<file path="src/rtb_pkg.sv">
// ----------------------------------------------------------------------------
// Repeating timer bank package
// Shared types and codes for the timer bank: opcodes, result status codes,
// the per-slot entry that travels round the ring and the per-step result.
// ----------------------------------------------------------------------------
`default_nettype none

package rtb_pkg;

  localparam int unsigned OP_W     = 3;
  localparam int unsigned SLOT_W   = 6;
  localparam int unsigned TIME_W   = 32;
  localparam int unsigned REPS_W   = 16;
  localparam int unsigned STATUS_W = 3;
  localparam int unsigned CFG_W    = 16;

  // Opcodes carried by an input transaction.
  localparam logic [OP_W-1:0] OP_TICK   = 3'd0;
  localparam logic [OP_W-1:0] OP_ADD    = 3'd1;
  localparam logic [OP_W-1:0] OP_REMOVE = 3'd2;
  localparam logic [OP_W-1:0] OP_RESET  = 3'd3;
  localparam logic [OP_W-1:0] OP_EXISTS = 3'd4;
  localparam logic [OP_W-1:0] OP_LIST   = 3'd5;

  // Status codes of a result transaction.
  localparam logic [STATUS_W-1:0] ST_OK      = 3'd0;
  localparam logic [STATUS_W-1:0] ST_FIRED   = 3'd1;
  localparam logic [STATUS_W-1:0] ST_LISTED  = 3'd2;
  localparam logic [STATUS_W-1:0] ST_NOTHING = 3'd3;
  localparam logic [STATUS_W-1:0] ST_SHORT   = 3'd4;
  localparam logic [STATUS_W-1:0] ST_FULL    = 3'd5;
  localparam logic [STATUS_W-1:0] ST_NOTIMER = 3'd6;

  localparam logic [CFG_W-1:0] MIN_INTERVAL_RST = 16'd50;

  // One timer slot as held by a cell.
  typedef struct packed {
    logic              valid;
    logic [TIME_W-1:0] start;
    logic [TIME_W-1:0] delay;
    logic [REPS_W-1:0] reps;
  } slot_ent_t;

  // Result produced by the head for the slot it is looking at.
  typedef struct packed {
    logic                valid;
    logic [STATUS_W-1:0] status;
    logic                found;
    logic [TIME_W-1:0]   left;
  } step_res_t;

endpackage

`default_nettype wire

</file>
<file path="src/rtb_cell.sv">
// ----------------------------------------------------------------------------
// Timer slot cell
// Holds one timer slot and takes its neighbour's slot whenever the ring moves.
// ----------------------------------------------------------------------------
`default_nettype none

module rtb_cell (
  input  wire                 clk,
  input  wire                 rst_n,
  input  wire                 shift_en,
  input  rtb_pkg::slot_ent_t  ent_in,
  output rtb_pkg::slot_ent_t  ent_out
);
  import rtb_pkg::*;

  logic              valid_r;
  logic [TIME_W-1:0] start_r;
  logic [TIME_W-1:0] delay_r;
  logic [REPS_W-1:0] reps_r;

  // The valid bit is control state and is cleared by reset.
  always_ff @(posedge clk) begin
    if (!rst_n) begin
      valid_r <= 1'b0;
    end else if (shift_en) begin
      valid_r <= ent_in.valid;
    end
  end

  // Timer payload follows the valid bit round the ring.
  always_ff @(posedge clk) begin
    if (shift_en) begin
      start_r <= ent_in.start;
      delay_r <= ent_in.delay;
      reps_r  <= ent_in.reps;
    end
  end

  assign ent_out = '{valid: valid_r, start: start_r, delay: delay_r, reps: reps_r};

endmodule

`default_nettype wire

</file>
<file path="src/rtb_head.sv">
// ----------------------------------------------------------------------------
// Timer ring head
// Applies the current operation to the slot at the head of the ring, giving
// the updated slot to write back at the tail and any result it causes.
// ----------------------------------------------------------------------------
`default_nettype none

module rtb_head (
  input  wire  [rtb_pkg::OP_W-1:0]   op,
  input  wire  [rtb_pkg::SLOT_W-1:0] idx,
  input  wire  [rtb_pkg::SLOT_W-1:0] slot,
  input  wire  [rtb_pkg::TIME_W-1:0] now,
  input  wire  [rtb_pkg::TIME_W-1:0] delay_ticks,
  input  wire  [rtb_pkg::REPS_W-1:0] repeat_count,
  input  wire  [rtb_pkg::TIME_W-1:0] threshold,
  input  wire                        too_short,
  input  wire                        alloc_done,
  input  rtb_pkg::slot_ent_t         ent_in,
  output rtb_pkg::slot_ent_t         ent_out,
  output rtb_pkg::step_res_t         res
);
  import rtb_pkg::*;

  logic [TIME_W-1:0] elapsed;
  logic              due;
  logic [TIME_W-1:0] left;
  logic              match;

  // Wrap-safe elapsed time; an overdue timer has no time left.
  assign elapsed = now - ent_in.start;
  assign due     = (elapsed >= ent_in.delay);
  assign left    = due ? '0 : (ent_in.delay - elapsed);
  assign match   = ent_in.valid && (idx == slot);

  always_comb begin
    ent_out = ent_in;
    res     = '{valid: 1'b0, status: ST_NOTHING, found: 1'b0, left: '0};
    unique case (op)
      OP_TICK: begin
        if (ent_in.valid && due) begin
          res.valid  = 1'b1;
          res.status = ST_FIRED;
          if (ent_in.reps == REPS_W'(1)) begin
            ent_out.valid = 1'b0;
          end else begin
            if (ent_in.reps != '0) begin
              ent_out.reps = ent_in.reps - REPS_W'(1);
            end
            ent_out.start = now;
          end
        end
      end
      OP_ADD: begin
        // Only the lowest free slot is taken.
        if (!ent_in.valid && !alloc_done && !too_short) begin
          ent_out    = '{valid: 1'b1, start: now, delay: delay_ticks, reps: repeat_count};
          res.valid  = 1'b1;
          res.status = ST_OK;
        end
      end
      OP_REMOVE: begin
        if (match) begin
          ent_out.valid = 1'b0;
          res.valid     = 1'b1;
          res.status    = ST_OK;
        end
      end
      OP_RESET: begin
        if (match) begin
          ent_out.start = now;
          res.valid     = 1'b1;
          res.status    = ST_OK;
        end
      end
      OP_EXISTS: begin
        if (match) begin
          res.valid  = 1'b1;
          res.status = ST_OK;
          res.found  = 1'b1;
        end
      end
      OP_LIST: begin
        if (ent_in.valid && ((threshold == '0) || (left <= threshold))) begin
          res.valid  = 1'b1;
          res.status = ST_LISTED;
          res.left   = left;
        end
      end
      default: begin
      end
    endcase
  end

endmodule

`default_nettype wire

</file>
<file path="src/repeating_timer_bank.sv">
// ----------------------------------------------------------------------------
// Repeating timer bank
// A bank of NUM_TIMERS repeating timers held in a ring of slot cells.
// ----------------------------------------------------------------------------
// Every command keeps busy high while the slots rotate once round the ring,
// one slot past the head unit per cycle, then a closing cycle. Results
// appear on the out_ ports at most one per cycle with
// out_valid high for exactly one cycle and cannot be held off by the
// receiver. Each result found by the head is held back until the head finds
// the next one, or until the closing cycle, so that the final one can be
// marked, and it is shown in the cycle after that. The final result of a
// command (out_last high) therefore appears in the first idle cycle after
// busy falls, and a new command may be started in that same cycle.
// Configuration writes to min_interval should be made while busy is low.
`default_nettype none

module repeating_timer_bank #(
  parameter int unsigned NUM_TIMERS = 16
) (
  input  wire                          clk,
  input  wire                          rst_n,
  input  wire                          start,
  output logic                         busy,
  input  wire  [rtb_pkg::OP_W-1:0]     in_opcode,
  input  wire  [rtb_pkg::SLOT_W-1:0]   in_slot,
  input  wire  [rtb_pkg::TIME_W-1:0]   in_delay_ticks,
  input  wire  [rtb_pkg::REPS_W-1:0]   in_repeat_count,
  input  wire  [rtb_pkg::TIME_W-1:0]   in_threshold,
  output logic                         out_valid,
  output logic [rtb_pkg::STATUS_W-1:0] out_status,
  output logic [rtb_pkg::SLOT_W-1:0]   out_timer_slot,
  output logic                         out_found,
  output logic [rtb_pkg::TIME_W-1:0]   out_time_left,
  output logic                         out_last,
  input  wire                          cfg_we,
  input  wire  [rtb_pkg::CFG_W-1:0]    cfg_wdata
);
  import rtb_pkg::*;

  localparam int unsigned IDX_W = (NUM_TIMERS > 1) ? $clog2(NUM_TIMERS) : 1;

  localparam logic [1:0] S_IDLE = 2'd0;
  localparam logic [1:0] S_SCAN = 2'd1;
  localparam logic [1:0] S_FIN  = 2'd2;

  logic [1:0]          state_r, state_nxt;
  logic [IDX_W-1:0]    cnt_r, cnt_nxt;
  logic [CFG_W-1:0]    min_interval_r;
  logic [TIME_W-1:0]   now_r;

  // Latched command.
  logic [OP_W-1:0]     op_r;
  logic [SLOT_W-1:0]   slot_r;
  logic [TIME_W-1:0]   delay_r;
  logic [REPS_W-1:0]   reps_r;
  logic [TIME_W-1:0]   thr_r;
  logic                short_r;

  // Result held back until the next one, or the end, shows whether it is last.
  logic                pend_valid_r;
  logic [STATUS_W-1:0] pend_status_r;
  logic [SLOT_W-1:0]   pend_slot_r;
  logic                pend_found_r;
  logic [TIME_W-1:0]   pend_left_r;

  logic                out_valid_r;
  logic [STATUS_W-1:0] out_status_r;
  logic [SLOT_W-1:0]   out_slot_r;
  logic                out_found_r;
  logic [TIME_W-1:0]   out_left_r;
  logic                out_last_r;

  logic                accept;
  logic                shift_en;
  logic                last_step;
  logic [SLOT_W-1:0]   head_idx;
  slot_ent_t           ent      [NUM_TIMERS];
  slot_ent_t           head_out;
  step_res_t           res;

  assign busy      = (state_r != S_IDLE);
  assign accept    = start && !busy;
  assign shift_en  = (state_r == S_SCAN);
  assign last_step = (cnt_r == IDX_W'(NUM_TIMERS - 1));
  assign head_idx  = SLOT_W'(cnt_r);

  // Ring of slot cells: each takes the next one's slot, the tail takes the head's output.
  for (genvar k = 0; k < NUM_TIMERS; k++) begin : g_cell
    if (k == NUM_TIMERS - 1) begin : g_tail
      rtb_cell u_cell (
        .clk      (clk),
        .rst_n    (rst_n),
        .shift_en (shift_en),
        .ent_in   (head_out),
        .ent_out  (ent[k])
      );
    end else begin : g_body
      rtb_cell u_cell (
        .clk      (clk),
        .rst_n    (rst_n),
        .shift_en (shift_en),
        .ent_in   (ent[k+1]),
        .ent_out  (ent[k])
      );
    end
  end

  rtb_head u_head (
    .op           (op_r),
    .idx          (head_idx),
    .slot         (slot_r),
    .now          (now_r),
    .delay_ticks  (delay_r),
    .repeat_count (reps_r),
    .threshold    (thr_r),
    .too_short    (short_r),
    .alloc_done   (pend_valid_r),
    .ent_in       (ent[0]),
    .ent_out      (head_out),
    .res          (res)
  );

  // Sequencer: one rotation of the ring, then a closing cycle.
  always_comb begin
    state_nxt = state_r;
    cnt_nxt   = cnt_r;
    unique case (state_r)
      S_IDLE: begin
        if (start) begin
          state_nxt = S_SCAN;
          cnt_nxt   = '0;
        end
      end
      S_SCAN: begin
        if (last_step) begin
          state_nxt = S_FIN;
        end else begin
          cnt_nxt = cnt_r + IDX_W'(1);
        end
      end
      S_FIN: begin
        state_nxt = S_IDLE;
      end
      default: begin
        state_nxt = S_IDLE;
      end
    endcase
  end

  always_ff @(posedge clk) begin
    if (!rst_n) begin
      state_r <= S_IDLE;
      cnt_r   <= '0;
    end else begin
      state_r <= state_nxt;
      cnt_r   <= cnt_nxt;
    end
  end

  // Configuration register and tick counter.
  always_ff @(posedge clk) begin
    if (!rst_n) begin
      min_interval_r <= MIN_INTERVAL_RST;
      now_r          <= '0;
    end else begin
      if (cfg_we) begin
        min_interval_r <= cfg_wdata;
      end
      if (accept && (in_opcode == OP_TICK)) begin
        now_r <= now_r + TIME_W'(1);
      end
    end
  end

  // Capture the command on an accepted transaction.
  always_ff @(posedge clk) begin
    if (accept) begin
      op_r    <= in_opcode;
      slot_r  <= in_slot;
      delay_r <= in_delay_ticks;
      reps_r  <= in_repeat_count;
      thr_r   <= in_threshold;
      short_r <= (in_delay_ticks < TIME_W'(min_interval_r));
    end
  end

  // Pending result and output register.
  always_ff @(posedge clk) begin
    if (!rst_n) begin
      pend_valid_r <= 1'b0;
      out_valid_r  <= 1'b0;
    end else begin
      out_valid_r <= 1'b0;
      if (state_r == S_SCAN) begin
        if (res.valid) begin
          pend_valid_r <= 1'b1;
          out_valid_r  <= pend_valid_r;
        end
      end else if (state_r == S_FIN) begin
        pend_valid_r <= 1'b0;
        out_valid_r  <= 1'b1;
      end
    end
  end

  always_ff @(posedge clk) begin
    if ((state_r == S_SCAN) && res.valid) begin
      pend_status_r <= res.status;
      pend_slot_r   <= head_idx;
      pend_found_r  <= res.found;
      pend_left_r   <= res.left;
      out_status_r  <= pend_status_r;
      out_slot_r    <= pend_slot_r;
      out_found_r   <= pend_found_r;
      out_left_r    <= pend_left_r;
      out_last_r    <= 1'b0;
    end else if (state_r == S_FIN) begin
      out_last_r <= 1'b1;
      if (pend_valid_r) begin
        out_status_r <= pend_status_r;
        out_slot_r   <= pend_slot_r;
        out_found_r  <= pend_found_r;
        out_left_r   <= pend_left_r;
      end else begin
        // No result from the scan: the closing answer depends on the opcode.
        out_found_r <= 1'b0;
        out_left_r  <= '0;
        unique case (op_r)
          OP_ADD: begin
            out_status_r <= short_r ? ST_SHORT : ST_FULL;
            out_slot_r   <= '0;
          end
          OP_REMOVE, OP_RESET: begin
            out_status_r <= ST_NOTIMER;
            out_slot_r   <= slot_r;
          end
          OP_EXISTS: begin
            out_status_r <= ST_OK;
            out_slot_r   <= slot_r;
          end
          default: begin
            out_status_r <= ST_NOTHING;
            out_slot_r   <= '0;
          end
        endcase
      end
    end
  end

  assign out_valid      = out_valid_r;
  assign out_status     = out_status_r;
  assign out_timer_slot = out_slot_r;
  assign out_found      = out_found_r;
  assign out_time_left  = out_left_r;
  assign out_last       = out_last_r;

endmodule

`default_nettype wire

</file>
<file path="config.mk">
export PLATFORM = sky130hd
export DESIGN_NAME = repeating_timer_bank
export DESIGN_NICKNAME = d
export VERILOG_FILES = /design/src/rtb_pkg.sv /design/src/rtb_cell.sv /design/src/rtb_head.sv /design/src/repeating_timer_bank.sv
export SDC_FILE = /design/constraint.sdc
export NUM_CORES = 1
export LEC_CHECK = 0
export BUFFER_PORTS_ARGS = -buffer_cell sky130_fd_sc_hd__buf_2
export CORE_MARGIN = 2
export CORE_UTILIZATION = 25
export CTS_CLUSTER_DIAMETER = 200
export DETAILED_ROUTE_END_ITERATION = 6
export GPL_TIMING_DRIVEN = 0
export PLACE_DENSITY = 0.38
export SLEW_MARGIN = 20
export SYNTH_ARGS = -nofsm -noshare
export SYNTH_HDL_FRONTEND = slang
export SYNTH_HIERARCHICAL = 1
export SYNTH_SLANG_ARGS = --single-unit
</file>
<file path="constraint.sdc">
create_clock -name clk -period 55.7 [get_ports clk]
set_clock_uncertainty 0.2 [all_clocks]
set_input_delay 11.14 -clock clk [delete_from_list [all_inputs] [get_ports clk]]
set_output_delay 11.14 -clock clk [all_outputs]
set_load 0.01 [all_outputs]
</file>
==> out/results.ini, run 1 <==
[run_status]
status=finished clean

[timing]
maxSlewViolCount=0
fin_crit_ns=12.93
fmax_mhz=77.34
final-setup-viol-count=0
rsz0062_at_grt=false
worst_pin_slew_ns=1.115
slew_headroom=0.2486
fin_crit_sh=0.2321
hold_viol=0

[global_routing]
antenna_found_initial=22
first_global_vias=25760
grt_pass1_wl_mm=173.4
grt_max_degree=100
grt_overflow=0
track_usage=0.1053

[synth]
yosys_warnings=6
ys.flop_type=edfxtp_1
yosysUniqueCellTypes=85
synthAdderAreaFrac=0.02693
synth_top_family_by_area=simple AND/OR/NAND/NOR gates
synth_compound_area_frac=0.04684
synth_xor_xnor_area_share=0.009649
avgSynthCellArea_sq_um=18.26
ys_seq_area_frac=0.8274
synthMuxAreaShare=0.009672
yosysTopAreaCell=edfxtp_1
syn_area_sq_um=54460
yosys-top-cells-area=edfxtp_1 (80%), dfxtp_1 (2.7%), ha_1 (2.6%)
synth-edff-count=1452
ys_async_sr_fraction=0
syn_inst=2982
synth_seq_cells=1525
synth_top_area_frac=0.8006
yosys.area_share.simple=0.06375

[route]
dr.pass1.iters=5
drtIter0Drc=2398
vias=26410
drc=0
wl_per_cell_um=18.72
via_per_inst=4.183
postRouteAntennaNets=0
route.final.wire_length_mm=118.2

[setup_path]
critPathCaptureType=output port
slowest_stage=or2_2
start_kind=flop
arrival_ns=1.59
path_cells=or2_2 -> buf_2
crit_fanout=4
required_ns=44.36
critical-path-max-stage-delay_ns=0.33
reg2reg_depth=31
worstSetupPathType=reg2out

[placed_design]
portBuffers=152
dp_hpwl_mm=81.04
postPlaceCellArea_sq_um=59570
place.gp.congestion=0.8249
dp.cells=6021

[pwr]
power_uw=2527
powerDensity_nw_per_um2=39.08
peakVddDrop_uv=28.00
p_leak_uw=0.02201

[finish]
utilization=0.2984
fin_cells=6314
final_nets=3553
final_common_cell=edfxtp_1
area_delta_synth_final_pct=18.75
fin_area_sq_um=64670
final_cell_mix=edfxtp_1 (1452), nand2_1 (185), clkbuf_16 (160)
drive_gt1_frac=0.1355

[clock_network]
post-cts-setup-buffers=0
root_buffer=clkbuf_16
path_clk_slew_ns=0.06
post_cts_resized=0
cts_made_buffers=159
cts_tree=done
cts.sink_count=1525
ctsHoldBuffers=0
cts.path.max_buffers=3
htree_levels=4
insertion_delay_ns=0.79

[worst_hold_path]
hold_class=reg2reg
holdPathStages=0

[die]
rows=171
start_util=0.2513
fp.dieH_um=470.7
core_sq_um=216700
die_w_um=470.7
dieArea_sq_um=221600
io_pins=154

[run]
maxCapViolCount=0

## metal layers
layer  track usage  up-vias  part of all wire
li1              -    12310                 -
met1        0.1523    13300              0.49
met2        0.1540      561              0.43
met3       0.02636      219             0.051
met4       0.03273       24             0.023
met5             0        -            0.0013
## sequential cells by signal, indices dropped and copies added, names as in the netlist, 3 cells and up
name                          flops
g_cell.g_body.u_cell/valid_r     15
out_time_left                    32
slot_r                            6
g_cell.g_tail.u_cell/start_r     32
delay_r                          32
out_timer_slot                    6
out_status                        3
pend_left_r                      32
now_r                            32
min_interval_r                   16
op_r                              3
g_cell.g_tail.u_cell/delay_r     32
pend_slot_r                       4
cnt_r                             4
reps_r                           16
g_cell.g_body.u_cell/delay_r    480
pend_status_r                     3
g_cell.g_body.u_cell/start_r    480
g_cell.g_tail.u_cell/reps_r      16
g_cell.g_body.u_cell/reps_r     240
thr_r                            32
## power by group
group / internal, uW / switching, uW
Sequential: 1340 / 22.2
Clock: 588 / 446
Combinational: 41.0 / 91.9
## logic make-up after synthesis
kind of cell | Yosys count
buffers and inverters | 195
flip-flops | 1525
multiplexers | 47
AND/OR/NAND/NOR | 656
adder cells (fa/ha/maj) | 116
XOR/XNOR | 60
AO/OA/AOI/OAI | 381
other | 2
## per-stage QoR
stage               TNS [ns]  hold slack [ns]  setup slack, ns
global route               0           0.1892            42.69
floorplan                  0           0.2003            13.97
CTS                        0           0.1931            42.66
global placement     -107.48           0.2004           -5.028
finish                     0           0.1922            42.77
detailed placement         0           0.2045            41.98
## critical path: cells and delay by family, from the launching register on
family,cells,cell delay (ns)
and+or+nand+nor,1,0.33
DFF,1,0.32
buffers and inverters,1,0.15
## final timing paths
kind	end	from	slack [ns]
worst max register to register	out_time_left[25]$_DFFE_PP_	g_cell[0].g_body.u_cell/start_r[1]$_DFFE_PP_	43.86
worst min register to register	g_cell[1].g_body.u_cell/delay_r[15]$_DFFE_PP_	g_cell[2].g_body.u_cell/delay_r[15]$_DFFE_PP_	0.19
worst max-delay path	busy	state_r[1]$_SDFFE_PN0P_	42.77
worst min-delay path	g_cell[1].g_body.u_cell/delay_r[15]$_DFFE_PP_	g_cell[2].g_body.u_cell/delay_r[15]$_DFFE_PP_	0.19
## cell usage after synthesis (all sizes together), types with 32 or more instances
library cell and number:
xor2 32, nand2 187, nor4 38, mux2i 32
nor3 44, nand3 43, o21ai 63, and3 37
nor2 90, dfxtp 73, clkbuf 58, a21o 33
a21oi 100, edfxtp 1452, and2 64, ha 114
inv 111
## final cells by class
class                   instances  area [sq um]
diodes                          5         12.51
plain buffers                  84         425.4
clock buffers                 190          4116
clock inverters                98         969.7
fillers                     21380        152100
inverters                     111         429.2
multi-input cells            1263          8564
flip-flops and latches       1525         45060
well taps                    2854          3571
repair buffers                184          1520
Power figures use the tool's default switching activity.
==> inputs of run 2 (changes only) <==
--- a/config.mk
+++ b/config.mk
@@ -5,6 +5,7 @@
 export SDC_FILE = /design/constraint.sdc
 export NUM_CORES = 1
 export LEC_CHECK = 0
+export ABC_AREA = 1
 export BUFFER_PORTS_ARGS = -buffer_cell sky130_fd_sc_hd__buf_2
 export CORE_MARGIN = 2
 export CORE_UTILIZATION = 25
==> constraint.sdc (replaced) <==
create_clock -name clk -period 13.4 [get_ports clk]
set_clock_uncertainty 0.2 [all_clocks]
set_input_delay 2.68 -clock clk [delete_from_list [all_inputs] [get_ports clk]]
set_output_delay 2.68 -clock clk [all_outputs]
set_load 0.01 [all_outputs]
==> out/results.ini, run 2 <==
[run_status]
status=finished clean  ; unchanged

[timing]
fin_crit_ns=8.974
fmax_mhz=111.4
fin_crit_sh=0.6697
maxSlewViolCount=0  ; unchanged
worst_pin_slew_ns=1.052  ; was 1.115 ns
hold_ws_ns=0.1800  ; was 0.1922 ns
slew_headroom=0.2913  ; was 0.2486
hold_viol=0  ; unchanged
final-setup-viol-count=0  ; unchanged
rsz0062_at_grt=false  ; unchanged

[setup_path]
crit_family=simple AND/OR/NAND/NOR gates  ; unchanged
critical-path-max-stage-delay_ns=0.57  ; was 0.33 ns
rrSetupSlack_ns=4.43  ; was 43.86 ns
start_kind=flop  ; unchanged
cpMostUsedCell=nand2_1
crit_buf_inv=7  ; was 1
crit_fanout=10  ; was 4
slowest_stage=clkbuf_1  ; was or2_2
critPathCaptureType=flop  ; was output port
worstSetupPathType=reg2reg  ; was reg2out
startpoint=g_cell[0].g_body.u_cell/start_r[0]$_DFFE_PP_  ; was state_r[1]$_SDFFE_PN0P_
cp.depth=37  ; was 2
r2r-start=g_cell[0].g_body.u_cell/start_r[0]$_DFFE_PP_  ; was g_cell[0].g_body.u_cell/start_r[1]$_DFFE_PP_
reg2reg_depth=37  ; was 31
arrival_ns=9.29  ; was 1.59 ns
required_ns=13.71  ; was 44.36 ns
rr_endpoint=out_status[0]$_DFFE_PP_  ; was out_time_left[25]$_DFFE_PP_
worstSetupEndpoint=out_status[0]$_DFFE_PP_  ; was busy

[die]
start_util=0.2521  ; was 0.2513
dieArea_sq_um=231100  ; was 221600 sq um
rows=174  ; was 171
io_pins=154  ; unchanged
die_w_um=480.7  ; was 470.7 um
fp.dieH_um=480.7  ; was 470.7 um
core_sq_um=225300  ; was 216700 sq um

[synth]
ys_seq_area_frac=0.7932  ; was 0.8274
yosys_warnings=6  ; unchanged
avgSynthCellArea_sq_um=14.52  ; was 18.26 sq um
yosys.cell_count.top_type=edfxtp_1  ; unchanged
synth_top_area_frac=0.7674  ; was 0.8006
synth_seq_cells=1525  ; unchanged
synth-edff-count=1452  ; unchanged
ys_async_sr_fraction=0  ; unchanged
synthMuxAreaShare=0  ; was 0.009672
yosys-top-cells-area=edfxtp_1 (77%), nand2_1 (4.6%), dfxtp_1 (2.6%)  ; was edfxtp_1 (80%), dfxtp_1 (2.7%), ha_1 (2.6%)
ys.flop_type=edfxtp_1  ; unchanged
yosysUniqueCellTypes=52  ; was 85
yosys.area_share.simple=0.1067  ; was 0.06375
yosysTopAreaCell=edfxtp_1  ; unchanged
synthAdderAreaFrac=0.02581  ; was 0.02693
synth_top_family_by_area=simple AND/OR/NAND/NOR gates  ; unchanged
synth_xor_xnor_area_share=0.007245  ; was 0.009649
syn_inst=3912  ; was 2982
synth_compound_area_frac=0.03195  ; was 0.04684
ys_top_cells_by_count=edfxtp_1 (1452), nand2_1 (696), inv_1 (384)  ; was edfxtp_1 (1452), nand2_1 (185), ha_1 (114)
syn_area_sq_um=56810  ; was 54460 sq um

[clock_network]
htree_levels=4  ; unchanged
insertion_delay_ns=0.80  ; was 0.79 ns
post_cts_resized=0  ; unchanged
post-cts-setup-buffers=0  ; unchanged
cts.path.max_buffers=3  ; unchanged
cts_tree=done  ; unchanged
cts.sink_count=1525  ; unchanged
path_clk_slew_ns=0.06  ; about the same
root_buffer=clkbuf_16  ; unchanged
ctsHoldBuffers=0  ; unchanged
cts_made_buffers=161  ; was 159

[finish]
drive_gt1_frac=0.1291  ; was 0.1355
seqCellArea_sq_um=45070  ; was 45060 sq um
multi_input_area_sq_um=9788  ; was 8564 sq um
n_fill_cell=22630  ; was 21380
final_common_cell=edfxtp_1  ; unchanged
reg.largest.list=g_cell.g_body.u_cell/delay_r (480), g_cell.g_body.u_cell/start_r (480), g_cell.g_body.u_cell/reps_r (240)  ; unchanged
final_nets=4516  ; was 3553
final_cell_mix=edfxtp_1 (1452), nand2_1 (694), inv_1 (381)  ; was edfxtp_1 (1452), nand2_1 (185), clkbuf_16 (160)
area_delta_synth_final_pct=19.65  ; was 18.75%
fin_cells=7417  ; was 6314

[pwr]
peakVddDrop_uv=101.1  ; was 28.00 uV
p_leak_uw=0.02463  ; was 0.02201 uW
powerDensity_nw_per_um2=157.3  ; was 39.08 nW/um^2

[route]
drtIter0Drc=2442  ; was 2398
postRouteAntennaNets=0  ; unchanged
vias=30610  ; was 26410
wl_per_cell_um=18.44  ; was 18.72 um
drc=0  ; unchanged
dr.pass1.iters=7  ; was 5
via_per_inst=4.127  ; was 4.183
route.final.wire_length_mm=136.8  ; was 118.2 mm

[global_routing]
grt_use_met1=0.1777  ; was 0.1523
antenna_found_initial=9  ; was 22
gr-max-usage-layer=met1  ; was met2
use_met3=0.02113  ; was 0.02636
grt_use_met2=0.1709  ; was 0.1540
grt_max_degree=52  ; was 100
track_usage=0.1174  ; was 0.1053
grt_pass1_wl_mm=201.0  ; was 173.4 mm
first_global_vias=29910  ; was 25760
grt_overflow=0  ; unchanged

[worst_hold_path]
hold_class=reg2reg  ; unchanged

[placed_design]
dp.cells=7120  ; was 6021
portBuffers=153  ; was 152
dp_hpwl_mm=98.19  ; was 81.04 mm
place.gp.congestion=0.8630  ; was 0.8249

[run]
maxCapViolCount=0  ; unchanged

## run 2: per-layer routing
| layer | up-vias | wire (um) |
|---|---|---|
| met5 | - | 22 |
| met4 | 4 | 2680 |
| met3 | 194 | 5971 |
| met2 | 627 | 58350 |
| met1 | 15180 | 69740 |
| li1 | 14610 | - |
## run 2: how the worst min path moves through the flow
stage / from / endpoint / slack [ns] / depth (start not counted)
3_5_place_dp: g_cell[1].g_body.u_cell/delay_r[12]$_DFFE_PP_ / g_cell[0].g_body.u_cell/delay_r[12]$_DFFE_PP_ / 0.20 / 0
6_report: g_cell[10].g_body.u_cell/start_r[31]$_DFFE_PP_ / g_cell[9].g_body.u_cell/start_r[31]$_DFFE_PP_ / 0.18 / 0
4_1_cts: g_cell[10].g_body.u_cell/start_r[31]$_DFFE_PP_ / g_cell[9].g_body.u_cell/start_r[31]$_DFFE_PP_ / 0.17 / 0
5_1_grt: g_cell[10].g_body.u_cell/start_r[31]$_DFFE_PP_ / g_cell[9].g_body.u_cell/start_r[31]$_DFFE_PP_ / 0.18 / 0
2_1_floorplan: g_cell[1].g_body.u_cell/delay_r[0]$_DFFE_PP_ / g_cell[0].g_body.u_cell/delay_r[0]$_DFFE_PP_ / 0.20 / 0
3_3_place_gp: g_cell[4].g_body.u_cell/delay_r[26]$_DFFE_PP_ / g_cell[3].g_body.u_cell/delay_r[26]$_DFFE_PP_ / 0.20 / 0
## run 2: layout make-up
type,instances,share of cell area
timing repair buffer,214,0.03254
tap,2992,0.05507
clock inverter,96,0.01395
buffer,85,0.006976
multi-input combinational,1902,0.1440
inverter,402,0.02234
clock buffer,198,0.06207
sequential,1525,0.6629
antenna,3,0.0001104
## run 2: worst reg2reg max path, delay by kind of cell, from the launching register on
| kind | cells | cell delay (ns) |
|---|---|---|
| AND/OR/NAND/NOR | 20 | 3.07 |
| XOR/XNOR | 1 | 0.19 |
| adder cells (fa/ha/maj) | 4 | 1.45 |
| flip-flops | 1 | 0.51 |
| AO/OA/AOI/OAI | 5 | 1.69 |
| buffers and inverters | 7 | 1.60 |
## run 2: logic make-up (layout without fill, tap and decap cells)
family                     count (synthesis)  count (layout)
AOI/OAI and AO/OA                        331             331
DFF                                     1525            1525
xor gates and xnor gates                  47              47
and+or+nand+nor                         1404            1404
adders and majority gates                116             116
buffers and inverters                    487             995
other                                      2               7
## run 2: report_power, final
group | switching (uW) | internal [uW]
registers | 91.8 | 5560
clock network | 1890 | 2440
logic | 490 | 222
total | 2470 | 8220
## run 2: through the flow
step | setup TNS [ns] | utilization | setup WS (ns) | cell area [sq um] | power [uW]
2_1_floorplan | -9995.52 | - | -8.705 | 56830 | 6296
3_3_place_gp | - | 0.2722 | -17.99 | 61340 | 6667
3_5_place_dp | 0 | 0.2787 | 4.138 | 62800 | 6478
4_1_cts | 0 | 0.3016 | 4.073 | 67970 | 10910
5_1_grt | 0 | 0.3016 | 3.707 | 67970 | 11160
6_report | 0 | 0.3017 | 4.426 | 67980 | 10690
